--- src/rtl/mcs_pkg.sv ---
// Shared constants and types for the min/max contrast stretch block.
// Used by mcs_front, mcs_fifo, mcs_back and the top level; depends on nothing else.

package mcs_pkg;

    localparam int PIX_W      = 24;
    localparam int MAX_PIXELS = 65536;
    localparam int ADDR_W     = $clog2(MAX_PIXELS);
    localparam int CNT_W      = ADDR_W + 1;

    // Output scale: pixels map onto 0..SCALE.
    localparam int SCALE      = 255;
    localparam int Q_BITS     = 8;
    localparam int STEP_W     = $clog2(Q_BITS);

    // Numerator 2*SCALE*diff + span and denominator 2*span.
    localparam int NUM_W      = PIX_W + 10;
    localparam int DEN_W      = PIX_W + 1;

    localparam int Q_DEPTH    = 4;
    localparam int Q_AW       = $clog2(Q_DEPTH);
    localparam int Q_CW       = Q_AW + 1;

    localparam logic FUNC_LOAD = 1'b0;
    localparam logic FUNC_EMIT = 1'b1;

    // One pixel ready for scaling: offset above the frame minimum, frame range.
    typedef struct packed {
        logic [PIX_W-1:0] diff;
        logic [PIX_W-1:0] span;
        logic             last;
    } job_t;

    typedef struct packed {
        logic push;
        job_t job;
    } push_t;

endpackage

--- src/rtl/mcs_fifo.sv ---
// Short job queue between the front end and the scaling back end.
// Depends on mcs_pkg.

module mcs_fifo
    import mcs_pkg::*;
(
    input  logic            clk,
    input  logic            rst_n,
    input  push_t           push,
    input  logic            pop,
    output job_t            head,
    output logic [Q_CW-1:0] count
);

    job_t            mem_reg [Q_DEPTH];
    logic [Q_AW-1:0] wr_ptr_reg;
    logic [Q_AW-1:0] rd_ptr_reg;
    logic [Q_CW-1:0] count_reg;

    always_ff @(posedge clk or negedge rst_n)
    begin
        if (!rst_n)
        begin
            wr_ptr_reg <= '0;
            rd_ptr_reg <= '0;
            count_reg  <= '0;
        end
        else
        begin
            if (push.push)
            begin
                wr_ptr_reg <= wr_ptr_reg + Q_AW'(1);
            end
            if (pop)
            begin
                rd_ptr_reg <= rd_ptr_reg + Q_AW'(1);
            end
            count_reg <= count_reg + Q_CW'(push.push) - Q_CW'(pop);
        end
    end

    always_ff @(posedge clk)
    begin
        if (push.push)
        begin
            mem_reg[wr_ptr_reg] <= push.job;
        end
    end

    assign head  = mem_reg[rd_ptr_reg];
    assign count = count_reg;

endmodule

--- config.mk ---
export PLATFORM = sky130hd
export DESIGN_NAME = mcs_fifo
export DESIGN_NICKNAME = d
export VERILOG_FILES = /design/src/rtl/mcs_pkg.sv /design/src/rtl/mcs_fifo.sv
export SDC_FILE = /design/constraint.sdc
export NUM_CORES = 1
export LEC_CHECK = 0
export BUFFER_PORTS_ARGS = -buffer_cell sky130_fd_sc_hd__buf_2
export CORE_MARGIN = 2
export CORE_UTILIZATION = 51
export CTS_BUF_LIST = sky130_fd_sc_hd__clkbuf_8 sky130_fd_sc_hd__clkbuf_16
export CTS_CLUSTER_SIZE = 30
export DETAILED_ROUTE_END_ITERATION = 12
export GPL_TIMING_DRIVEN = 0
export MAX_ROUTING_LAYER = met4
export PLACE_DENSITY = 0.74
export SLEW_MARGIN = 25
export SYNTH_ARGS = -nofsm -noshare
export SYNTH_HDL_FRONTEND = slang
export SYNTH_SLANG_ARGS = --single-unit
--- constraint.sdc ---
create_clock -name clk -period 2.03 [get_ports clk]
set_input_delay 0 -clock clk [delete_from_list [all_inputs] [get_ports clk]]
set_output_delay 0 -clock clk [all_outputs]
set_load 0.05 [all_outputs]
==> impl_metrics.toml <==
[synthesis]
yosys.area.top_type_share_pct = 78.4
synthTopCellsByCount = "196 x edfxtp_1, 48 x mux4_2, 7 x dfrtp_1"
synthArstFlopShare_pct = 3.45
yosysWarnings = 0
netlist_instances = 289
synth_area_leaders = "edfxtp_1 78%, mux4_2 14%, dfrtp_1 2.3%, buf_12 1.3%, ha_1 1.0%"
synth-seq-cells = 203
synth_most_common_cell = "edfxtp_1"
ys_types = 16
syn_area_per_cell_um2 = 26.0
synth_top_area_cell = "edfxtp_1"
synth_flop_cell = "edfxtp_1"
syn_area_mm2 = 0.00751
synth_fp_nets = 349
synth_edf_count = 196
yosysSeqAreaShare_pct = 80.7

[pwr]
irDropWorstVdd_mv = 1.18
p_per_area_mw_per_mm2 = 1610
power.leakage_nw = 3.36

[critical_path]
crit_arrival_ns = 1.91
critPathCaptureType = "output port"
crit_type = "reg -> out"
start_kind = "flop"
crit_fanout = 10
worstPathRequired_ns = 2.03

[clock_network]
numClockSinks = 203
htree_levels = 1
cts.clk_slew.worst_paths_ns = 0.06
cts_buffers = 21
cts-root-buf = "clkbuf_16"
clock_latency_ns = 0.48
cts_tree = "built"
cts_buffer_depth = 3

[min_path]
hp-class = "in -> reg"

[sta]
grt_setup_unrepaired = "no"
tightest_slew_ns = 0.790
worst_slew_margin_rel_pct = 47.4
hold_viol = 0
finClkSkew_ns = 0.00833
fmax_ghz = 0.525
finalWorstSetupSlack_ns = 0.124
fin_crit_sh_pct = 93.9
drv_slew = 0
fin_crit_ns = 1.91
tns_ns = 0
setup_viol_count_final = 0

[global_routing]
grt_overflow = 0
grt_pass1_vias = 3847
grt_use_total_pct = 17.0
grt_max_degree = 50
antenna_found_initial = 1
grt_first_pass_wirelength_um = 20000

[drt]
drtPass1Iterations = 4
post-route-drc-count = 0
wire_per_inst_um = 19.1
ant_nets = 0
drt_iter0_drc = 253
viasPerCell = 5.30
via_count = 3535
totalWireLength_um = 12700

[cells_and_area]
n_fill_cell = 946
syn_to_final_growth_pct = 26.1
layout.nets = 528
largest_reg_flops = 196
final_util_pct = 65.4
drive_above_1_share_pct = 41.1

[place]
pre_cts_slack_ns = 0.276
hpwl_um = 7030
globalplace.congestion = 0.642
io_buffer_count = 104

[floorplan]
rows = 44
die_h_um = 125
dieArea_mm2 = 0.0157
fp.dieW_um = 125
core_mm2 = 0.0145
start_util_pct = 51.8
io_pins = 105

[job]
maxCapViolations = 0

[run_status]
outcome = "finished clean"
-- layer usage --
| layer | global-route usage (%) | up-vias | part of all wire (%) |
|---|---|---|---|
| met5 | - | - | 0 |
| met1 | 21.5 | 1837 | 41 |
| met2 | 28.6 | 99 | 52 |
| met3 | 3.55 | 15 | 5.7 |
| met4 | 3.92 | 0 | 1.5 |
| li1 | - | 1584 | - |
-- final cells by class --
type / instances / area (um2) / share of cell area, %
Sequential cell: 203 / 6060 / 64.0
Tap cell: 184 / 230 / 2.43
Buffer: 11 / 149 / 1.57
Inverter: 6 / 22.5 / 0.238
Timing Repair Buffer: 157 / 1050 / 11.1
Clock inverter: 10 / 48.8 / 0.515
Multi-Input combinational cell: 68 / 1290 / 13.7
Antenna cell: 1 / 2.50 / 0.0264
Clock buffer: 27 / 608 / 6.42
-- path summary, 6_finish.rpt --
kind | from | endpoint | slack, ns | cells after the start
worst max register to register | wr_ptr_reg[1]$_DFFE_PN0P_ | mem_reg[0][27]$_DFFE_PP_ | 0.26 | 3
worst min-delay path | push[28] | mem_reg[3][28]$_DFFE_PP_ | 0.27 | 2
worst max-delay path | rd_ptr_reg[0]$_DFFE_PN0P_ | head[13] | 0.12 | 4
min in group asynchronous | rst_n | wr_ptr_reg[1]$_DFFE_PN0P_ | 0.49 | 3
worst min register to register | wr_ptr_reg[0]$_DFFE_PN0P_ | wr_ptr_reg[0]$_DFFE_PN0P_ | 0.53 | 1
max in group asynchronous | rst_n | wr_ptr_reg[0]$_DFFE_PN0P_ | 1.28 | 3
-- critical path: stages, from the launching register on --
cell     delay (ns)
dfrtp_1        0.33
buf_6          0.17
buf_12         0.16
mux4_2         0.52
buf_2          0.23
-- cells in the final DEF (no fill, tap or decap) --
cell type and instances:
inv_1 9, dlygate4sd3_1 53, nand2_1 2, edfxtp_1 196
clkinv_2 2, o21ai_0 1, fa_1 1, clkbuf_8 6
clkinvlp_4 1, xor2_1 2, clkbuf_16 21, mux4_1 1
clkinv_1 3, buf_2 104, buf_6 1, buf_12 5
buf_4 1, and2_4 4, clkbuf_4 4, diode_2 1
mux4_2 48, xnor2_1 3, inv_6 1, dfrtp_1 7
ha_1 6
-- kinds of logic (layout without fill, tap and decap cells) --
kind of cell | after synthesis | count (layout) | share of synthesized area, %
flip-flops | 203 | 203 | 80.7
adder cells (fa/ha/maj) | 7 | 7 | 1.27
AND/OR/NAND/NOR | 6 | 6 | 0.433
other | 0 | 1 | 0
AO/OA/AOI/OAI | 1 | 1 | 0.0666
multiplexers | 49 | 49 | 14.8
buffers and inverters | 18 | 211 | 2.17
XOR/XNOR | 5 | 5 | 0.583
-- stage by stage --
stage                     area, um2  total power, mW  hold WS (ns)  std cells
after global routing           9470             15.9         0.264        667
final                          9470             15.3         0.266        667
after CTS                      9460             15.4         0.250        667
after global placement         8260             11.7        -0.163        577
after detailed placement       8270             11.8        -0.153        577
after floorplan                7510             10.5        -0.296        289
-- power breakdown --
group / internal [mW] / switching (mW)
Clock: 2.10 / 1.44
Combinational: 1.95 / 4.05
Sequential: 5.50 / 0.201
Total: 9.55 / 5.70
-- what timing repair did --
| item | 4_1_cts | 5_1_grt |
|---|---|---|
| hold endpoints to repair | 208 | 0 |
| setup endpoints to repair | 11 | 40 |
| hold buffers | 53 | 0 |
| setup buffers | 0 | 0 |
| gates resized for setup | 1 | 4 |
Note: power is estimated with default switching activity, not from simulation.
