[src/rtl/mcs_pkg.sv]
// Shared constants and types for the min/max contrast stretch block.
// Used by mcs_front, mcs_fifo, mcs_back and the top level; depends on nothing else.

package mcs_pkg;

    localparam int PIX_W      = 24;
    localparam int MAX_PIXELS = 65536;
    localparam int ADDR_W     = $clog2(MAX_PIXELS);
    localparam int CNT_W      = ADDR_W + 1;

    // Output scale: pixels map onto 0..SCALE.
    localparam int SCALE      = 255;
    localparam int Q_BITS     = 8;
    localparam int STEP_W     = $clog2(Q_BITS);

    // Numerator 2*SCALE*diff + span and denominator 2*span.
    localparam int NUM_W      = PIX_W + 10;
    localparam int DEN_W      = PIX_W + 1;

    localparam int Q_DEPTH    = 4;
    localparam int Q_AW       = $clog2(Q_DEPTH);
    localparam int Q_CW       = Q_AW + 1;

    localparam logic FUNC_LOAD = 1'b0;
    localparam logic FUNC_EMIT = 1'b1;

    // One pixel ready for scaling: offset above the frame minimum, frame range.
    typedef struct packed {
        logic [PIX_W-1:0] diff;
        logic [PIX_W-1:0] span;
        logic             last;
    } job_t;

    typedef struct packed {
        logic push;
        job_t job;
    } push_t;

endpackage

[src/rtl/mcs_back.sv]
// Back end: scales one pixel at a time with a restoring divider, one quotient
// bit per cycle, and holds the result in the output register. Depends on mcs_pkg.

module mcs_back
    import mcs_pkg::*;
(
    input  logic              clk,
    input  logic              rst_n,
    input  logic [Q_CW-1:0]   qcount,
    input  job_t              head,
    output logic              pop,
    output logic              out_valid,
    input  logic              out_ready,
    output logic [Q_BITS-1:0] out_pixel,
    output logic              out_last
);

    localparam logic [1:0] ST_IDLE = 2'd0;
    localparam logic [1:0] ST_RUN  = 2'd1;
    localparam logic [1:0] ST_DONE = 2'd2;

    logic [1:0]        state_reg, state_next;
    logic [NUM_W-1:0]  rem_reg, rem_next;
    logic [NUM_W-1:0]  dsh_reg, dsh_next;
    logic [Q_BITS-1:0] quo_reg, quo_next;
    logic [STEP_W-1:0] step_reg, step_next;
    logic              last_reg, last_next;
    logic              flat_reg, flat_next;
    logic              out_valid_reg, out_valid_next;
    logic [Q_BITS-1:0] out_pixel_reg, out_pixel_next;
    logic              out_last_reg, out_last_next;

    logic [NUM_W-1:0]  num;
    logic [DEN_W-1:0]  den;
    logic              ge;

    // round(diff*SCALE/span) with halves up is floor((2*SCALE*diff + span) / (2*span)).
    assign num = NUM_W'(head.diff) * NUM_W'(2 * SCALE) + NUM_W'(head.span);
    assign den = {head.span, 1'b0};
    assign ge  = rem_reg >= dsh_reg;

    always_comb
    begin
        state_next     = state_reg;
        rem_next       = rem_reg;
        dsh_next       = dsh_reg;
        quo_next       = quo_reg;
        step_next      = step_reg;
        last_next      = last_reg;
        flat_next      = flat_reg;
        out_valid_next = out_valid_reg && !out_ready;
        out_pixel_next = out_pixel_reg;
        out_last_next  = out_last_reg;
        pop            = 1'b0;

        case (state_reg)
            ST_IDLE:
            begin
                if (qcount != '0)
                begin
                    pop        = 1'b1;
                    rem_next   = num;
                    dsh_next   = NUM_W'(den) << (Q_BITS - 1);
                    quo_next   = '0;
                    step_next  = STEP_W'(Q_BITS - 1);
                    last_next  = head.last;
                    flat_next  = (head.span == '0);
                    state_next = ST_RUN;
                end
            end
            ST_RUN:
            begin
                if (ge)
                begin
                    rem_next = rem_reg - dsh_reg;
                end
                quo_next = {quo_reg[Q_BITS-2:0], ge};
                dsh_next = dsh_reg >> 1;
                if (step_reg == '0)
                begin
                    state_next = ST_DONE;
                end
                else
                begin
                    step_next = step_reg - STEP_W'(1);
                end
            end
            ST_DONE:
            begin
                if (!out_valid_reg || out_ready)
                begin
                    out_valid_next = 1'b1;
                    // A flat frame has no range to divide by and maps to zero.
                    out_pixel_next = flat_reg ? '0 : quo_reg;
                    out_last_next  = last_reg;
                    state_next     = ST_IDLE;
                end
            end
            default:
            begin
                state_next = ST_IDLE;
            end
        endcase
    end

    always_ff @(posedge clk or negedge rst_n)
    begin
        if (!rst_n)
        begin
            state_reg     <= ST_IDLE;
            out_valid_reg <= 1'b0;
        end
        else
        begin
            state_reg     <= state_next;
            out_valid_reg <= out_valid_next;
        end
    end

    always_ff @(posedge clk)
    begin
        rem_reg       <= rem_next;
        dsh_reg       <= dsh_next;
        quo_reg       <= quo_next;
        step_reg      <= step_next;
        last_reg      <= last_next;
        flat_reg      <= flat_next;
        out_pixel_reg <= out_pixel_next;
        out_last_reg  <= out_last_next;
    end

    assign out_valid = out_valid_reg;
    assign out_pixel = out_pixel_reg;
    assign out_last  = out_last_reg;

endmodule

[config.mk]
export PLATFORM = sky130hd
export DESIGN_NAME = mcs_back
export DESIGN_NICKNAME = d
export VERILOG_FILES = /design/src/rtl/mcs_pkg.sv /design/src/rtl/mcs_back.sv
export SDC_FILE = /design/constraint.sdc
export NUM_CORES = 1
export LEC_CHECK = 0
export BUFFER_PORTS_ARGS = -buffer_cell sky130_fd_sc_hd__clkbuf_2
export CAP_MARGIN = 25
export CELL_PAD_IN_SITES_DETAIL_PLACEMENT = 1
export CELL_PAD_IN_SITES_GLOBAL_PLACEMENT = 2
export CORE_ASPECT_RATIO = 1.75
export CORE_MARGIN = 5
export CORE_UTILIZATION = 40
export DETAILED_ROUTE_END_ITERATION = 8
export HOLD_SLACK_MARGIN = 0.08
export PLACE_DENSITY_LB_ADDON = 0.1
export SETUP_SLACK_MARGIN = 0.1
export SYNTH_ARGS = -nofsm -noshare
export SYNTH_HDL_FRONTEND = slang
export SYNTH_SLANG_ARGS = --single-unit
[constraint.sdc]
create_clock -name clk -period 8.9 [get_ports clk]
set_input_delay 1.335 -clock clk [delete_from_list [all_inputs] [get_ports clk]]
set_output_delay 1.335 -clock clk [all_outputs]
set_load 0.01 [all_outputs]
==> flow_metrics.env, run 1 <==
export IMPL_yosysMostFrequentCell="inv_1"
export IMPL_grt_remaining_overflow=0
export IMPL_start_util_pct=40.3
export IMPL_gr_usage_all_layers_pct=18.8
export IMPL_drive_gt1_share_pct=8.58
export IMPL_grt_start_max_net_pins=88
export IMPL_synthArstFlopShare_pct=3.30
export IMPL_grt_pass1_vias=9763
export IMPL_antenna_found_initial=1
export IMPL_synth_ff_type="edfxtp_1"
export IMPL_cts_hold_buf=0
export IMPL_die_w_um=138
export IMPL_synth_avg_cell_area_um2=9.13
export IMPL_end_kind="flip-flop"
export IMPL_period_minus_slack_ps=7530
export IMPL_antenna_left=0
export IMPL_synth_top_cell_area_share_pct=23.0
export IMPL_wl_per_cell_um=17.5
export IMPL_netlist_top_cells_area="edfxtp_1, fa_1, ha_1"
export IMPL_worstPathMaxFanout=5
export IMPL_yosysWarningCount=0
export IMPL_cts_num_sinks=91
export IMPL_cts_max_path_buffers=2
export IMPL_synth_cells=1261
export IMPL_crit_type="primary input to flip-flop"
export IMPL_fmax_ghz=0.133
export IMPL_largest_reg_flops=34
export IMPL_synth_top_area_cell="edfxtp_1"
export IMPL_synth_edf_count=88
export IMPL_clk_latency_ps=360
export IMPL_dieArea_mm2=0.0324
export IMPL_finalCritPeriodShare_pct=84.6
export IMPL_syn2layout_area_growth_pct=9.08
export IMPL_dp_hpwl_um=25500
export IMPL_die_height_um=234
export IMPL_ys_types=68
export IMPL_worst_ep_required_time_ps=8990
export IMPL_synth_seq_area_share_pct=23.6
export IMPL_startpoint_type="primary input"
export IMPL_worst_pin_slew_ps=852
export IMPL_htree_levels=3
export IMPL_drt_iter0_drc=211
export IMPL_cts_root_buf="clkbuf_16"
export IMPL_cts_clk_slew_worst_paths_ps=70
export IMPL_cts_tree="done"
export IMPL_status="finished clean"
export IMPL_vias=8805
export IMPL_cap_violations=0
export IMPL_synthTopCellsByCount="inv_1, fa_1, ha_1"
export IMPL_rsz0062_at_grt="no"
export IMPL_setup_viol=0
export IMPL_syn_area_mm2=0.0115
export IMPL_tns_ps=0
export IMPL_clock_skew_ps=10.5
export IMPL_coreArea_mm2=0.0285
export IMPL_n_antenna_cell=0
export IMPL_vias_per_cell=5.19
export IMPL_synth_seq_cells=91
export IMPL_cts_setup_buffers=0
export IMPL_num_rows=82
export IMPL_post_cts_resized=0
export IMPL_drt_first_pass_iters=5
export IMPL_drc=0
export IMPL_wl_um=29700
export IMPL_hold_viol_final=0
export IMPL_io_pins=66
export IMPL_final_nets=1589
export IMPL_cts_made_buffers=9
export IMPL_slew_viol_final=0
export IMPL_grt_pass1_wl_um=49200
export IMPL_gp_congestion=0.848
export IMPL_slew_headroom_pct=43.2
export IMPL_io_buffers=65
export IMPL_hold_class="flip-flop to flip-flop"
export IMPL_synth_nets=1538
export IMPL_arrival_ps=7620
[placed cells by master (no fill, tap or decap), types with 42 or more instances in the layout]
cell type,count
xnor2_1,42
fa_1,112
clkbuf_2,65
nand2_1,104
inv_1,232
edfxtp_1,88
ha_1,110
a21oi_1,80
o21ai_0,80
nor2_1,61
[path summary, 6_finish.rpt]
path / depth (start not counted) / slack, ps / to / start
worst min-delay path: 0 / 440 / out_last / last_reg
max in group asynchronous: 1 / 8030 / state_reg[0] / rst_n
worst max-delay path: 26 / 1370 / rem_reg[28] / head[28]
worst min register to register: 0 / 440 / out_last / last_reg
worst max register to register: 13 / 4630 / rem_reg[9] / dsh_reg[0]
min in group asynchronous: 1 / 760 / state_reg[1] / rst_n
[logic make-up after synthesis]
group           synth area share, %
mux                           0.261
fa+ha+maj                      31.4
simple gates                   12.3
buf+inv                        8.61
flops                          23.6
compound gates                 17.7
xor+xnor                       6.08
[final cells by class]
class | count | area [um^2]
fillers | 3422 | 16000
multi-input cells | 909 | 7820
flip-flops and latches | 91 | 2720
inverters | 232 | 871
well taps | 378 | 473
repair buffers | 69 | 368
clock buffers | 10 | 229
clock inverters | 6 | 71.3
[stage by stage]
step	cell area, um^2	setup WS, ps	hold slack, ps	util [%]	instances
after floorplan	11500	1740	400	-	1261
after global placement	12200	1020	418	42.9	1678
after detailed placement	12300	916	428	43.0	1679
after CTS	12600	1290	447	44.0	1695
after global routing	12600	917	455	44.0	1695
final	12600	1370	443	44.0	1695
[worst max-delay path, stage by stage]
cell and delay, ps:
clkbuf_2 120, inv_1 110, fa_1 610, inv_1 70, fa_1 500, fa_1 540, inv_1 50, fa_1 530
inv_1 40, ha_1 340, a21oi_1 180, o21ai_2 120, a21o_2 230, a21oi_1 170, xnor2_1 140, ha_1 280
inv_1 180, nor2_1 70, a21oi_1 240, o41ai_4 170, a2111oi_0 600, o31ai_1 240, o22ai_1 350, nand3b_1 170
xor2_1 140, o21ai_0 80
[per-layer routing]
metal | track usage (%) | vias to the layer above | share of wire (%) | wire length [um]
met5 | 0 | - | 0 | 0
met4 | 5.56 | 0 | 2.3 | 669
met3 | 2.22 | 30 | 1.9 | 579
met2 | 38.5 | 72 | 58 | 17300
met1 | 19.7 | 4344 | 38 | 11200
li1 | - | 4359 | - | -
Power of run 1 is not shown: default switching activity piles up to over one toggle a cycle in this logic, so the estimate is an artifact.
==> run 2: changes to the inputs <==
--- a/config.mk
+++ b/config.mk
@@ -11,7 +11,7 @@
 export CELL_PAD_IN_SITES_GLOBAL_PLACEMENT = 2
 export CORE_ASPECT_RATIO = 1.75
 export CORE_MARGIN = 5
-export CORE_UTILIZATION = 40
+export CORE_UTILIZATION = 36
 export DETAILED_ROUTE_END_ITERATION = 8
 export HOLD_SLACK_MARGIN = 0.08
 export PLACE_DENSITY_LB_ADDON = 0.1
==> constraint.sdc (replaced) <==
create_clock -name clk -period 6.7 [get_ports clk]
set_input_delay 1.005 -clock clk [delete_from_list [all_inputs] [get_ports clk]]
set_output_delay 1.005 -clock clk [all_outputs]
set_load 0.01 [all_outputs]
==> run 2 against run 1 <==
Cell count is 9.3% higher. Highest routed layer unchanged. Critical path type unchanged. Via count increased by 6.9%. First-iteration DRC count up 2.8%. Largest cell class unchanged. Core utilization grew 0.52 points.
==> flow_metrics.env, run 2 (synthesized netlist as in run 1, its figures left out) <==
export IMPL_status="finished clean"
export IMPL_vias=9416
export IMPL_cpMaxStageDelayCell="fa_1"
export IMPL_io_buffers=65
export IMPL_period_minus_slack_ps=6580
export IMPL_coreArea_mm2=0.0315
export IMPL_wl_um=32300
export IMPL_antenna_found_initial=0
export IMPL_n_antenna_cell=0
export IMPL_cts_made_buffers=9
export IMPL_syn2layout_area_growth_pct=22.0
export IMPL_largest_reg_flops=34
export IMPL_clock_skew_ps=8.12
export IMPL_io_pins=66
export IMPL_slew_viol_final=0
export IMPL_worstPathMaxFanout=5
export IMPL_cts_num_sinks=91
export IMPL_rsz0062_at_grt="yes"
export IMPL_layout_commonest_cell="inv_1"
export IMPL_worst_ep_required_time_ps=6780
export IMPL_fmax_ghz=0.152
export IMPL_cts_tree="done"
export IMPL_grt_pass1_vias=10500
export IMPL_grt_remaining_overflow=0
export IMPL_die_height_um=247
export IMPL_grt_start_max_net_pins=88
export IMPL_dieArea_mm2=0.0358
export IMPL_end_kind="flip-flop"
export IMPL_cts_hold_buf=0
export IMPL_cap_violations=0
export IMPL_cts_clk_slew_worst_paths_ps=70
export IMPL_cp_slowest_stage_delay_ps=520
export IMPL_finalCritPeriodShare_pct=98.2
export IMPL_wl_per_cell_um=17.5
export IMPL_cts_root_buf="clkbuf_16"
export IMPL_grt_pass1_wl_um=52100
export IMPL_hold_viol_final=0
export IMPL_start_util_pct=36.5
export IMPL_htree_levels=3
export IMPL_setup_viol=0
export IMPL_vias_per_cell=5.08
export IMPL_dp_hpwl_um=27400
export IMPL_drc=0
export IMPL_final_nets=1728
export IMPL_drt_first_pass_iters=6
export IMPL_drt_iter0_drc=217
export IMPL_antenna_left=0
export IMPL_hold_class="flip-flop to flip-flop"
export IMPL_drive_gt1_share_pct=22.3
export IMPL_gp_congestion=0.817
export IMPL_slew_headroom_pct=41.8
export IMPL_dp_cells=1811
export IMPL_arrival_ps=6660
export IMPL_num_rows=86
export IMPL_die_w_um=145
export IMPL_cts_max_path_buffers=2
export IMPL_gr_usage_all_layers_pct=17.9
export IMPL_startpoint_type="primary input"
export IMPL_stdcell_count=1852
export IMPL_clk_latency_ps=360
export IMPL_most_common_layout_cells="inv_1, buf_4, fa_1, nand2_1, ha_1"
export IMPL_worst_pin_slew_ps=872
export IMPL_crit_type="primary input to flip-flop"
==> run 2: per-layer routing <==
layer / GRT usage (%) / part of all wire, %
met2: 36.5 / 59
met5: 0 / 0
met3: 1.62 / 1.6
met4: 6.51 / 3.0
met1: 18.6 / 37
==> run 2: worst max-delay path: cells and delay by family <==
kind / cells / cell delay [ps]
AO/OA/AOI/OAI: 8 / 1530
XOR/XNOR: 2 / 360
adder cells (fa/ha/maj): 6 / 2520
buffers and inverters: 8 / 810
multiplexers: 1 / 100
AND/OR/NAND/NOR: 4 / 330
==> run 2: final timing paths <==
| kind | start | endpoint | slack (ps) | cells past startpoint |
|---|---|---|---|---|
| min in group asynchronous | rst_n | state_reg[1] | 440 | 1 |
| hold / removal | last_reg | out_last | 430 | 0 |
| setup / recovery | head[30] | rem_reg[25] | 120 | 29 |
| hold reg to reg | last_reg | out_last | 430 | 0 |
| max in group asynchronous | rst_n | out_valid | 6140 | 1 |
| setup reg to reg | dsh_reg[0] | rem_reg[10] | 1970 | 13 |
==> run 2: area by class of cell <==
type | instances | area, um^2
Fill cell | 3690 | 17500
Multi-Input combinational cell | 909 | 8220
Sequential cell | 91 | 2720
Timing Repair Buffer | 208 | 1440
Inverter | 232 | 878
Tap cell | 396 | 495
Clock buffer | 10 | 229
Clock inverter | 6 | 63.8
==> run 2: repair_timing <==
action | in CTS | in global routing
endpoints found under the setup margin | 11 | 14
pin swaps | 13 | 71
setup buffers | 7 | 19
resized for setup | 16 | 77
==> run 2: through the flow <==
stage	cell area (um^2)	util [%]	worst slack [ps]	TNS (ps)	hold slack, ps
after floorplan	11600	-	125	0	400
after global placement	13200	41.8	-421	-3840	404
after detailed placement	13200	41.8	-578	-5610	423
after CTS	13600	43.2	104	0	426
after global routing	14000	44.5	-114	-245	428
final	14000	44.5	120	0	425
Power of run 2 is left out for the same reason.
==> run 3: changes to the inputs <==
--- a/config.mk
+++ b/config.mk
@@ -5,7 +5,7 @@
 export SDC_FILE = /design/constraint.sdc
 export NUM_CORES = 1
 export LEC_CHECK = 0
-export BUFFER_PORTS_ARGS = -buffer_cell sky130_fd_sc_hd__clkbuf_2
+export BUFFER_PORTS_ARGS = -buffer_cell sky130_fd_sc_hd__buf_2
 export CAP_MARGIN = 25
 export CELL_PAD_IN_SITES_DETAIL_PLACEMENT = 1
 export CELL_PAD_IN_SITES_GLOBAL_PLACEMENT = 2
==> run 3 against run 2 <==
Critical path depth down 2. First-iteration DRC count increased by 7.8%. Core utilization fell by 0.34 points. Cell area decreased by 0.76%. Via count fell by 0.96%. Critical path type unchanged. Critical endpoint is now rem_reg[33]. Largest cell class unchanged.
==> flow_metrics.env, run 3 (synthesized netlist as in run 1, its figures left out) <==
export IMPL_worst_pin_slew_ps=897
export IMPL_worstPathMaxFanout=5
export IMPL_placed_area_mm2=0.0132
export IMPL_grt_start_max_net_pins=88
export IMPL_layout_commonest_cell="inv_1"
export IMPL_arrival_ps=6700
export IMPL_cap_violations=0
export IMPL_fmax_ghz=0.154
export IMPL_end_kind="flip-flop"
export IMPL_clock_skew_ps=10.9
export IMPL_coreArea_mm2=0.0315
export IMPL_gr_usage_all_layers_pct=17.9
export IMPL_cts_num_sinks=91
export IMPL_grt_pass1_wl_um=52000
export IMPL_die_height_um=247
export IMPL_drive_gt1_share_pct=21.5
export IMPL_die_w_um=145
export IMPL_crit_type="primary input to flip-flop"
export IMPL_finalCritPeriodShare_pct=96.8
export IMPL_io_buffers=65
export IMPL_largest_reg_flops=34
export IMPL_wl_per_cell_um=17.5
export IMPL_cts_tree="done"
export IMPL_most_common_layout_cells="inv_1, buf_4, fa_1, nand2_1, ha_1"
export IMPL_dp_hpwl_um=27300
export IMPL_rsz0062_at_grt="yes"
export IMPL_pre_cts_slack_ps=-574
export IMPL_status="finished clean"
export IMPL_vias_per_cell=5.07
export IMPL_hold_class="primary input to asynchronous set/reset pin"
export IMPL_vias=9326
export IMPL_stdcell_area_mm2=0.0139
export IMPL_cts_root_buf="clkbuf_16"
export IMPL_drc=0
export IMPL_n_antenna_cell=0
export IMPL_startpoint_type="primary input"
export IMPL_start_util_pct=36.5
export IMPL_antenna_found_initial=2
export IMPL_hold_viol_final=0
export IMPL_cts_clk_slew_worst_paths_ps=60
export IMPL_num_rows=86
export IMPL_slew_headroom_pct=40.2
export IMPL_cts_max_path_buffers=2
export IMPL_worst_ep_required_time_ps=6910
export IMPL_clk_latency_ps=360
export IMPL_fin_ws_ps=212
export IMPL_fillers=3683
export IMPL_drt_first_pass_iters=4
export IMPL_drt_iter0_drc=234
export IMPL_slew_viol_final=0
export IMPL_setup_viol=0
export IMPL_cts_made_buffers=9
export IMPL_grt_pass1_vias=10500
export IMPL_dieArea_mm2=0.0358
export IMPL_wl_um=32100
export IMPL_gp_congestion=0.831
export IMPL_grt_remaining_overflow=0
export IMPL_antenna_left=0
export IMPL_final_nets=1717
export IMPL_period_minus_slack_ps=6490
export IMPL_syn2layout_area_growth_pct=21.1
export IMPL_io_pins=66
export IMPL_htree_levels=3
==> run 3: through the flow <==
step                setup TNS [ps]  hold slack (ps)  cells  utilization [%]
finish                           0              432   1840             44.2
CTS                              0              418   1830             43.1
global route                 -65.4              427   1840             44.2
detailed placement           -5210              433   1808             41.8
floorplan                        0              400   1261                -
global placement             -4090              406   1807             41.7
==> run 3: metal layers <==
| metal | global-route usage [%] | wire length, um | vias up |
|---|---|---|---|
| met5 | 0 | 25 | - |
| met3 | 1.84 | 448 | 27 |
| met4 | 4.72 | 545 | 4 |
| met1 | 18.5 | 12100 | 4609 |
| li1 | - | - | 4617 |
| met2 | 37.4 | 19000 | 69 |
==> run 3: final timing paths <==
kind                       startpoint            to  slack [ps]  cells past startpoint
max                          head[28]   rem_reg[33]         210                     27
min                             rst_n  state_reg[0]         430                      1
max reg2reg                rem_reg[0]   rem_reg[11]        1910                     14
min reg2reg                  last_reg      out_last         440                      0
max in group asynchronous       rst_n     out_valid        6160                      1
min in group clk             last_reg      out_last         440                      0
==> run 3: layout make-up <==
class | instances | area, um^2 | share of cell area (%)
multi-input combinational | 909 | 8180 | 58.7
sequential | 91 | 2720 | 19.5
timing repair buffer | 197 | 1380 | 9.88
inverter | 232 | 878 | 6.30
tap | 396 | 495 | 3.56
clock buffer | 9 | 225 | 1.62
clock inverter | 6 | 65.1 | 0.467
==> run 3: worst max-delay path, cell delays in order <==
cell,delay (ps)
buf_8,100
buf_6,110
fa_1,550
inv_2,50
fa_1,490
inv_2,40
fa_1,540
inv_2,40
fa_1,540
inv_2,50
ha_4,280
o211ai_1,100
o21ai_2,220
buf_4,160
o22ai_2,70
xnor2_1,140
ha_1,330
and3_4,220
and4_4,250
nand3_2,80
o21ai_2,190
a31oi_4,60
a21oi_4,180
a211oi_4,110
or4_1,390
or3_1,340
o21ai_2,70
==> run 3: timing repair <==
item,4_1_cts,5_1_grt
setup endpoints to repair,11,12
hold buffers,0,0
gates resized for setup,15,74
pin swaps,12,59
setup buffers,7,10
Power of run 3 is left out for the same reason.
